`src/rtl/phe_ram.sv`:
```
// Generic single-port-write, single-port-read RAM with registered read data.
module phe_ram #(
  parameter int WIDTH = 32,
  parameter int DEPTH = 128
) (
  input  logic                     clk,
  input  logic                     we,
  input  logic [$clog2(DEPTH)-1:0] waddr,
  input  logic [WIDTH-1:0]         wdata,
  input  logic                     re,
  input  logic [$clog2(DEPTH)-1:0] raddr,
  output logic [WIDTH-1:0]         rdata
);

  logic [WIDTH-1:0] mem [DEPTH];
  logic [WIDTH-1:0] rdata_r;

  always_ff @(posedge clk) begin
    if (we) begin
      mem[waddr] <= wdata;
    end
    if (re) begin
      rdata_r <= mem[raddr];
    end
  end

  assign rdata = rdata_r;

endmodule

```
`config.mk`:
```
export PLATFORM = sky130hd
export DESIGN_NAME = phe_ram
export DESIGN_NICKNAME = d
export VERILOG_FILES = /design/src/rtl/phe_ram.sv
export SDC_FILE = /design/constraint.sdc
export NUM_CORES = 2
export LEC_CHECK = 0
export ABC_AREA = 0
export BUFFER_PORTS_ARGS = -buffer_cell sky130_fd_sc_hd__clkbuf_2
export CAP_MARGIN = 0
export CORE_MARGIN = 1.5
export CORE_UTILIZATION = 55
export CTS_CLUSTER_DIAMETER = 120
export DETAILED_ROUTE_END_ITERATION = 7
export PLACE_DENSITY_LB_ADDON = 0.25
export SLEW_MARGIN = 20
export SYNTH_ARGS = -nofsm -noshare
export SYNTH_HDL_FRONTEND = slang
export SYNTH_SLANG_ARGS = --single-unit
```
`constraint.sdc`:
```
create_clock -name clk -period 6.5 [get_ports clk]
set_input_delay 0.325 -clock clk [delete_from_list [all_inputs] [get_ports clk]]
set_output_delay 0.325 -clock clk [all_outputs]
set_load 0.05 [all_outputs]
```
Yosys cells after proc, flatten, opt, wreduce, memory -nomap -nowiden:

Memories as Yosys holds them, arrays and structs flattened. A register that Yosys moved wholly into a read port is not among the register bits.
Cells that the tools add are included.

* flip-flop bits (word level): 0
* latch bits: 0
* bits in writable memories: 4096
* ROM bits: 0
* bits of input ports: 49
* output and inout bits: 32
* logic and storage cells: 3
* memories kept: 1

* add/sub/neg operators: 0
* multiply operators: 0
* div/mod/pow operators: 0
* order comparisons: 0
* eq/ne operators: 0
* shift operators: 0
* multiplexer cells: 2
* bitwise logic cells: 0
* reductions and logical operators: 0

Memories
* mem: depth 128, bits a word 32, rd ports 1, clocked after memory_dff 1, wr ports 1, RTL line 15 `logic [WIDTH-1:0] mem [DEPTH];`

Operator list (number)
* 1-bit two-way mux: 2

Logic depth before layout (Yosys ltp):

* depth after elaboration: 2
* mapped depth: 8
* mapped depth without buffers: 4

Worst setup path before layout:

OpenSTA, ideal clock, no wires.

* path kind: input to register
* start: input port we
* end: memory mem[98][0] (enable)
* setup time: 0.461 ns
* arrival time: 3.103 ns
* required time: 6.039 ns
* path slack: 2.936 ns
* stages on the path: 3
* buffers on the path: 1
* path through: clkbuf_1 nand4_1 nor3_1

* longest elaborated chain between the ends: 2

RTL lines
* start, declared: RTL line 7 `input logic we,`
* 1-bit two-way mux: RTL line 19 `if (we) begin`
* 1-bit two-way mux (not written as such): RTL line 20 `mem[waddr] <= wdata;`
* end, declared: RTL line 15

Every way passes these cells.

==> reports/summary.txt <==
status: finished, final reports clean
r2r startpoint: mem[53][11]
DRC: 0
worst-path cell chain: buf_12 > buf_4 > mux4_2 > mux4_2 > mux4_2 > mux2_2
Place WS: 2200 ps
worst reg2reg endpoint: rdata[11]
largest area contributor in the netlist: edfxtp_1
Area Overhead vs Synth: 12.7%
clk sink count: 4128
slew at the pin with the worst max-slew slack: 1180 ps
Inserted Clock Buffers: 400
largest net degree at the start of global routing: 118
Mapped Area: 157000 um2
commonest cells after routing, fill and taps aside: edfxtp_1 (4128), mux4_2 (1344), clkbuf_16 (407)
Reg2Reg Setup Slack: 3720 ps
P_leak: 54.0 nW
FF+latch count, synth: 4128
DRT Pass-1 Iters: 6
All-Layer GR Usage: 0.288
PnR worst setup slack: 3130 ps
Clock Skew: 59.3 ps
row cnt: 195
setup TNS: 0 ps
clk buf depth: 4
die height: 537 um
Top Family by Delay on Critical Path: multiplexers
post-route ant nets: 0
H-Tree Depth: 5
synth warn: 0
core area: 283000 um2
first-pass GRT wire length: 567000 um
crit-path max FO: 87
mean post-synth cell area: 26.1 um2
Root Driver: clkbuf_16
count of final setup violators: 0
Hold Crit Start: wdata[15]
Pwr Density: 310 nW/um2
Starting Density: 0.554
Synth Instances: 5990
Synth cell types: 16
final worst-path cycle share: 0.518
vias in the first global route: 71590
Synth area leaders: edfxtp_1 (79%), mux4_2 (19%), clkbuf_1 (0.44%)
worst hold stages: 1
Hold Violations, Final: 0
grt ovf: 0
Die ar.: 288000 um2
max-slew violation count: 0
peak supply drop: 0.000274 V
Critical Path Max Stage Delay: 700 ps
Setup CP Type: primary input to flop
initial DRC count: 11935
Worst Setup End Kind: flop
via count: 71850
dpl hpwl: 223000 um
worst path required time: 7140 ps
Worst EP arrival: 4010 ps
final-layout fill cell count: 18166
initial antenna violation count: 48
routability congestion estimate: 0.829
WL/cell: 38.9 um
max cap viols: 0
DRT Wirelength: 409000 um
CP startpoint kind: primary input
Crit path top cell by count: mux4_2
CP max-delay cell: buf_4
TritonCTS clock tree: done
share of post-route cells with drive strength above 1: 0.350
depth of the most critical reg-to-reg path: 4
Clock Latency Late Sink: 920 ps
# IOs: 81
Reg clk slew, reported paths: 60 ps
Setup Buffers After CTS: 0
Worst Hold Path EP: mem[123][15]
Yosys top cell area share: 0.792
part of the Yosys area used for sequential elements: 0.792
WP buf/inv: 2
RSZ-0062 raised after global routing: false
die width: 537 um
Buffers on Ports: 80
fmax: 0.297 GHz
vias per cell: 6.84
Rel. slew slack: 0.213
fin crit period: 3370 ps
Worst Hold Class: primary input to flop
Hold Slack: 27.4 ps
commonest non-fill, non-tap cell in the layout: edfxtp_1
Final nets: 6480
post-synthesis net count: 6039
## power by group
group / switching (W) / total (W) / internal, W
logic: 0.00182 / 0.00289 / 0.00108
clock network: 0.00967 / 0.0223 / 0.0126
registers: 0.0000898 / 0.0295 / 0.0294
total: 0.0116 / 0.0547 / 0.0431
## state kept, by name, indices dropped and copies added (netlist names)
signal and flops:
mem 4096, rdata 32
## timing repair
item | 4_1_cts | 5_1_grt
gates resized for setup | 0 | 0
endpoints found under the hold margin | 1097 | 0
hold buffers | 30 | 0
## synthesized netlist by cell type, drive strengths merged
library cell / n
edfxtp: 4128
mux4: 1344
clkbuf: 182
buf: 134
nor2: 122
mux2: 32
nand2: 14
nand3: 12
nor3: 9
nor2b: 7
nand4: 3
nand2b: 2
or3: 1
## metal layers
layer / share of wire / vias to the layer above / wire (um) / track usage
met5: 0.00058 / - / 236 / 0
met4: 0.046 / 30 / 18800 / 0.117
met3: 0.11 / 729 / 43500 / 0.0506
met2: 0.49 / 4596 / 199000 / 0.456
met1: 0.36 / 39183 / 147000 / 0.403
li1: - / 27312 / - / -
## final cells by class
class	count	area (um2)	area share
diodes	18	45.0	0.000255
clock buffers	493	10500	0.0595
clock inverters	224	1860	0.0106
multi-input cells	1546	32300	0.183
flip-flops and latches	4128	124000	0.702
well taps	3743	4680	0.0265
repair buffers	355	3200	0.0181
## kinds of logic (layout without fill, tap and decap cells)
family | count (synthesis) | after routing | share of synthesized area
AND/OR/NAND/NOR | 170 | 170 | 0.00445
buffers and inverters | 316 | 1072 | 0.00837
other | 0 | 18 | 0
multiplexers | 1376 | 1376 | 0.196
flip-flops | 4128 | 4128 | 0.792
## worst max-delay path by stage
stage	start	endpoint	slack [ps]	depth (start not counted)
after floorplan	we	mem[98][0]	2940	3
after global placement	raddr[0]	rdata[31]	2170	6
after detailed placement	raddr[0]	rdata[31]	2200	6
after CTS	raddr[0]	rdata[31]	3180	6
after global routing	raddr[0]	rdata[15]	3050	6
final	raddr[0]	rdata[0]	3130	6
## worst register-to-register path: cells and delay by family, from the launching register on
kind	cells	cell delay (ps)
DFF	1	370
muxes	4	2190
## per-stage QoR
step / utilization / total power [W] / instances / area, um2
global placement: 0.579 / 0.0329 / 9735 / 164000
global route: 0.624 / 0.0559 / 10493 / 177000
floorplan: - / 0.0315 / 5990 / 157000
finish: 0.624 / 0.0547 / 10507 / 177000
detailed placement: 0.579 / 0.0330 / 9738 / 164000
CTS: 0.624 / 0.0549 / 10485 / 176000
No activity file was read; power rests on OpenSTA's default activity.
