`config.mk`:
```
export PLATFORM = sky130hd
export DESIGN_NAME = phe_mac
export DESIGN_NICKNAME = d
export VERILOG_FILES = /design/src/rtl/phe_pkg.sv /design/src/rtl/phe_mac.sv
export SDC_FILE = /design/constraint.sdc
export NUM_CORES = 2
export LEC_CHECK = 0
export ABC_AREA = 1
export ABC_CLOCK_PERIOD_IN_PS = 19220
export BUFFER_PORTS_ARGS = -buffer_cell sky130_fd_sc_hd__buf_2
export CAP_MARGIN = 10
export CORE_MARGIN = 4
export CORE_UTILIZATION = 30
export DETAILED_ROUTE_END_ITERATION = 8
export GPL_ROUTABILITY_DRIVEN = 0
export SYNTH_ARGS = -nofsm -noshare
export SYNTH_HDL_FRONTEND = slang
export SYNTH_SLANG_ARGS = --single-unit
export TNS_END_PERCENT = 5
```
`constraint.sdc`:
```
create_clock -name clk -period 19.22 [get_ports clk]
set_clock_uncertainty 0.05 [all_clocks]
set_input_delay 0.961 -clock clk [delete_from_list [all_inputs] [get_ports clk]]
set_output_delay 0.961 -clock clk [all_outputs]
set_load 0.02 [all_outputs]
```
`src/rtl/phe_pkg.sv`:
```
// Shared types and constants of the Horner polynomial evaluator.
package phe_pkg;

  localparam int COEF_W = 32;
  localparam int FRAC_W = 16;
  localparam int IDX_W  = 7;
  localparam int PROD_W = 2 * COEF_W;
  localparam int SHR_W  = PROD_W - FRAC_W;
  localparam int SUM_W  = SHR_W + 1;

  localparam logic CMD_WRITE = 1'b0;
  localparam logic CMD_EVAL  = 1'b1;

  typedef logic signed [COEF_W-1:0] coef_t;
  typedef logic [IDX_W-1:0]         idx_t;

  typedef enum logic [2:0] {
    ST_CLEAR,
    ST_IDLE,
    ST_LOAD,
    ST_MUL,
    ST_ADD,
    ST_DONE
  } seq_state_t;

  typedef struct packed {
    logic start;
    logic load_p;
    logic mul_en;
    logic add_en;
  } mac_ctl_t;

endpackage

```
`src/rtl/phe_mac.sv`:
```
// Horner step datapath: registered multiply, then shift, add and saturate.
module phe_mac (
  input  logic             clk,
  input  phe_pkg::mac_ctl_t ctl,
  input  phe_pkg::coef_t   x_in,
  input  phe_pkg::coef_t   coef,
  input  logic             coef_ok,
  output phe_pkg::coef_t   poly,
  output logic             ovf
);
  import phe_pkg::*;

  coef_t                    x_r;
  coef_t                    p_r;
  logic                     ovf_r;
  logic signed [PROD_W-1:0] prod_r;
  coef_t                    coef_eff;
  logic signed [SUM_W-1:0]  sum;
  logic                     sat_hi;
  logic                     sat_lo;
  coef_t                    p_sat;

  // A power beyond the store reads as zero.
  assign coef_eff = coef_ok ? coef : '0;

  always_comb begin
    sum = $signed({prod_r[PROD_W-1], prod_r[PROD_W-1:FRAC_W]})
        + $signed({{(SUM_W-COEF_W){coef_eff[COEF_W-1]}}, coef_eff});
    sat_hi = !sum[SUM_W-1] && (sum[SUM_W-2:COEF_W-1] != '0);
    sat_lo = sum[SUM_W-1] && !(&sum[SUM_W-2:COEF_W-1]);
    if (sat_hi) begin
      p_sat = {1'b0, {(COEF_W-1){1'b1}}};
    end else if (sat_lo) begin
      p_sat = {1'b1, {(COEF_W-1){1'b0}}};
    end else begin
      p_sat = sum[COEF_W-1:0];
    end
  end

  always_ff @(posedge clk) begin
    if (ctl.start) begin
      x_r   <= x_in;
      ovf_r <= 1'b0;
    end
    if (ctl.load_p) begin
      p_r <= coef_eff;
    end
    if (ctl.mul_en) begin
      prod_r <= p_r * x_r;
    end
    if (ctl.add_en) begin
      p_r   <= p_sat;
      ovf_r <= ovf_r | sat_hi | sat_lo;
    end
  end

  assign poly = p_r;
  assign ovf  = ovf_r;

endmodule

```
==> After elaboration in Yosys (flattened, before gate mapping) <==
Cells that the tools add are included.
{ "totals": {"regBits": 129, "latchBits": 0, "ramBits": 0, "mem_bits_ro": 0, "input_bits": 70, "output_inout_bits": 33, "wordCells": 23, "mem_count": 0} }
{ "classes": {"n_addsub": 1, "multipliers": 1, "n_div": 0, "magnitude_cmp": 0, "n_eq_ne": 0, "shift": 0, "n_mux": 7, "n_bitwise": 2, "n_reduce_logical": 8} }
{ "ops": {"columns": ["op", "count"], "rows": [
  ["2-to-1 mux 32 bit", 5],
  ["multiplier 32 x 32 -> 64 bit", 1],
  ["adder 48 x 32 -> 49 bit", 1],
  ["AND reduction 17 bit", 1],
  ["nonzero test 17 bit", 1],
  ["nonzero test 2 bit", 2],
  ["logical AND 1 bit", 2],
  ["logical NOT 1 bit", 2],
  ["2-to-1 mux 1 bit", 2],
  ["OR 1 bit", 2]
]} }

==> Longest topological paths before layout <==
{ "logic_depth": {"depth_word": 8, "mapped_depth": 32, "ltp_nobuf": 31} }

==> Least setup slack after synthesis <==
No wires, ideal clock.
{ "synth_path": {"path_kind": "register -> register", "from": "register p_r[31] (netlist: poly[31])", "to": "register prod_r[61] (data pin)", "setup_ns": 0.264, "arrival_time_ns": 7.406, "t_required_ns": 18.906, "path_slack_ns": 11.501, "stages_incl_launch_ff": 27, "path_buffers": 1, "period_less_slack_ns": 7.719, "cell_sequence": "edfxtp_1 > clkbuf_1 > nand2_1 > inv_1 > fa_1 > fa_1 > fa_1 > inv_1 > fa_1 > inv_1 > fa_1 > fa_1 > inv_1 > fa_1 > fa_1 > inv_1 > ha_1 > nand2_1 > nor2_1 > inv_1 > nor2_1 > nand3_1 > nor2_1 > nand2_1 > o211ai_1 > a31oi_1 > xor2_1"} }
{ "synth_via": {"elab_chain_cells": 1} }
{ "synth_lines": {"columns": ["element", "line_no", "source"], "rows": [
  ["start: declaration", "phe_mac.sv:14", "coef_t p_r;"],
  ["start signal: assignment", "phe_mac.sv:46", "p_r <= coef_eff;"],
  ["start signal: assignment", "phe_mac.sv:52", "p_r <= p_sat;"],
  ["multiplier 32 x 32 -> 64 bit", "phe_mac.sv:49", "prod_r <= p_r * x_r;"],
  ["end signal: assignment", "phe_mac.sv:49", null],
  ["end: declaration", "phe_mac.sv:16", "logic signed [PROD_W-1:0] prod_r;"]
]} }
Every way passes these cells.
A chain may end at the register's enable or synchronous reset.

==> Worst setup path after layout <==
{ "layout_path": {"from": "register x_r[4]", "to": "register prod_r[56] (data pin)"} }
{ "layout_via": {"elab_chain_cells": 1} }
{ "layout_lines": {"columns": ["element", "line_no", "source"], "rows": [
  ["start: declaration", "phe_mac.sv:13", "coef_t x_r;"],
  ["start signal: assignment", "phe_mac.sv:42", "x_r <= x_in;"],
  ["multiplier 32 x 32 -> 64 bit", "phe_mac.sv:49", null]
]} }
Every way passes these cells.

==> results.json <==
{
  "period_minus_slack_ns": 8.65,
  "whs_path_depth": 1,
  "layout_common_cells": "inv_1 (1,795), nand2_1 (1,617), fa_1 (1,082), nor2_1 (245), ha_1 (228)",
  "synth_edf_count": 113,
  "hold_viol": 0,
  "firstDrtPassIters": 7,
  "synthTopCellsByArea": "fa_1 (47%), inv_1 (15%), nand2_1 (13%), edfxtp_1 (7.4%), ha_1 (6.2%)",
  "maxCapViolCount": 0,
  "syn-cell-area_um2": 45700,
  "viasPerCell": 4.72,
  "nFillCells": 16100,
  "crit_path_start_kind": "flip-flop",
  "hp-class": "primary input to flip-flop",
  "drv_slew": 0,
  "hold_buffers": 0,
  "final_common_cell": "inv_1",
  "grt_max_degree": 49,
  "r2r-start": "x_r[4]",
  "clock_latency_ns": 0.52,
  "cts_setup_buffers": 0,
  "fp-row-count": 142,
  "worstPathRequired_ns": 19.44,
  "setup_tns_ns": 0,
  "wl_per_cell_um": 18.7,
  "drive_gt1_share_pct": 4.33,
  "worst_pin_slew_ns": 1.16,
  "grt_use_total_pct": 19.1,
  "layout.nets": 7192,
  "outcome": "finished, final reports clean",
  "cts_buffers": 17,
  "r2r_setup_slack_ns": 10.57,
  "yosys_warnings": 0,
  "hpwl_um": 116000,
  "reg2reg_to": "prod_r[56]",
  "arrival_ns": 8.88,
  "clk_path_buf_depth": 2,
  "post_cts_resize_count": 0,
  "path_class": "flip-flop to flip-flop",
  "synth.avg_cell_area_um2": 7.85,
  "grt_pass1_wl_um": 232000,
  "min_to": "x_r[12]",
  "overflow": 0,
  "htree_num_levels": 4,
  "max_freq_ghz": 0.116,
  "clock_sink_count": 113,
  "setup_viol_count_final": 0,
  "start_util_pct": 30.3,
  "finalWirelength_um": 147000,
  "port_buffers": 102,
  "async_flop_share_pct": 0,
  "clk_pin_slew_ns": 0.09,
  "postSynthCellCount": 5824,
  "ios": 103,
  "clock_tree.root_cell": "clkbuf_16",
  "cts_tree": "yes",
  "r2r_cells": 23,
  "relSlewSlack_pct": 22.4,
  "coreArea_um2": 151000,
  "seq_area_um2": 3390,
  "drt-initial-drc-count": 3374,
  "grt_pass1_vias": 39400,
  "min_from": "x_in[12]",
  "rsz0062_at_grt": "no",
  "area_delta_synth_final_pct": 7.33,
  "ys_seq_area_share_pct": 7.42,
  "antenna_found_initial": 14,
  "multi_input_area_um2": 34800,
  "drc": 0,
  "yosysTopAreaCellShare_pct": 47.4,
  "antenna_left": 0,
  "die_w_um": 398,
  "synth_flop_cell": "edfxtp_1",
  "vias": 37100,
  "synth_seq_cells": 113,
  "crit_path_max_fanout": 32,
  "synth.distinct_cells": 43,
  "die_area_um2": 159000,
  "die_y_um": 398,
  "synth_top_cell_by_area": "fa_1",
  "post-route-period-util_pct": 45.0,
  "syn_nets": 7204,
  "cp-end-kind": "flip-flop"
}
## routing by layer
layer	up-vias	global-route usage, %	share of wire [%]
met1	18600	24.9	40
met4	4	6.26	3.9
met3	361	3.92	9.0
met2	1737	31.6	47
met5	-	0	0.016
li1	16400	-	-
## how the worst max path moves through the flow
| stage | start | slack (ns) | cells past startpoint | endpoint |
|---|---|---|---|---|
| after floorplan | poly[31] | 11.50 | 26 | prod_r[61] |
| after global routing | x_r[4] | 10.05 | 25 | prod_r[56] |
| final | x_r[4] | 10.57 | 23 | prod_r[56] |
| after global placement | x_r[4] | 10.75 | 22 | prod_r[45] |
| after detailed placement | x_r[4] | 10.69 | 23 | prod_r[56] |
| after CTS | x_r[4] | 10.63 | 23 | prod_r[56] |
## metrics by stage
step                      util, %  hold WS (ns)  cell area (um^2)  cells  setup WS [ns]
after floorplan                 -         0.627             45700   5824          11.50
after global placement       32.2         0.654             48500   7809          10.75
after detailed placement     32.2         0.652             48500   7809          10.69
after CTS                    32.6         0.528             49100   7841          10.63
after global routing         32.6         0.535             49100   7841          10.05
final                        32.6         0.565             49100   7844          10.57
## cell usage after synthesis, types with 4 or more instances
cell,instances
nand3_1,71
o21ai_0,62
o21a_1,5
fa_1,1082
ha_1,228
xor2_1,54
or2_2,9
a21oi_2,11
clkbuf_1,199
o211ai_1,4
o21bai_1,6
nand3b_1,6
inv_2,7
nand2_1,1617
nor2_2,12
xnor2_1,32
nand4_1,33
nor2_1,245
nor3_1,18
a31oi_1,31
a21oi_1,150
nor4_1,5
inv_1,1795
edfxtp_1,113
## registers in the layout, summed over array words and instances (netlist names)
| name | cells |
|---|---|
| ovf | 1 |
| poly | 32 |
| prod_r | 48 |
| x_r | 32 |
## cell type report
class                           count  share of cell area, %
Antenna cell                        3                 0.0153
Clock buffer                       17                  0.867
Clock inverter                     15                  0.298
Inverter                         1804                   13.8
Multi-Input combinational cell   3702                   70.8
Sequential cell                   113                   6.92
Tap cell                         2016                   5.14
Timing Repair Buffer              174                   2.14
## kinds of logic (layout without fill, tap and decap cells)
family,Yosys count,count (layout),synth area share (%)
adder cells (fa/ha/maj),1310,1310,53.6
buffers and inverters,2009,2010,16.6
other,0,3,0
XOR/XNOR,87,87,1.68
AND/OR/NAND/NOR,2025,2025,17.3
AO/OA/AOI/OAI,280,280,3.40
flip-flops,113,113,7.42
## worst max-delay path, cell delays in order (launching register included)
cell and delay [ns]:
edfxtp_1 1.12, nand2_1 0.12, inv_1 0.10, fa_1 0.46, fa_1 0.50, fa_1 0.51, buf_4 0.27, inv_1 0.10
fa_1 0.62, inv_1 0.57, fa_1 0.56, fa_1 0.57, fa_1 0.44, fa_1 0.48, ha_1 0.46, nand2_1 0.17
nor2_1 0.12, inv_1 0.08, nor2_1 0.27, nand2_1 0.12, a21oi_1 0.14, a211oi_1 0.06, nand2_1 0.16, xor2_1 0.34
Power is not shown: default switching activity piles up to over one toggle a cycle in this logic, so the estimate is an artifact.
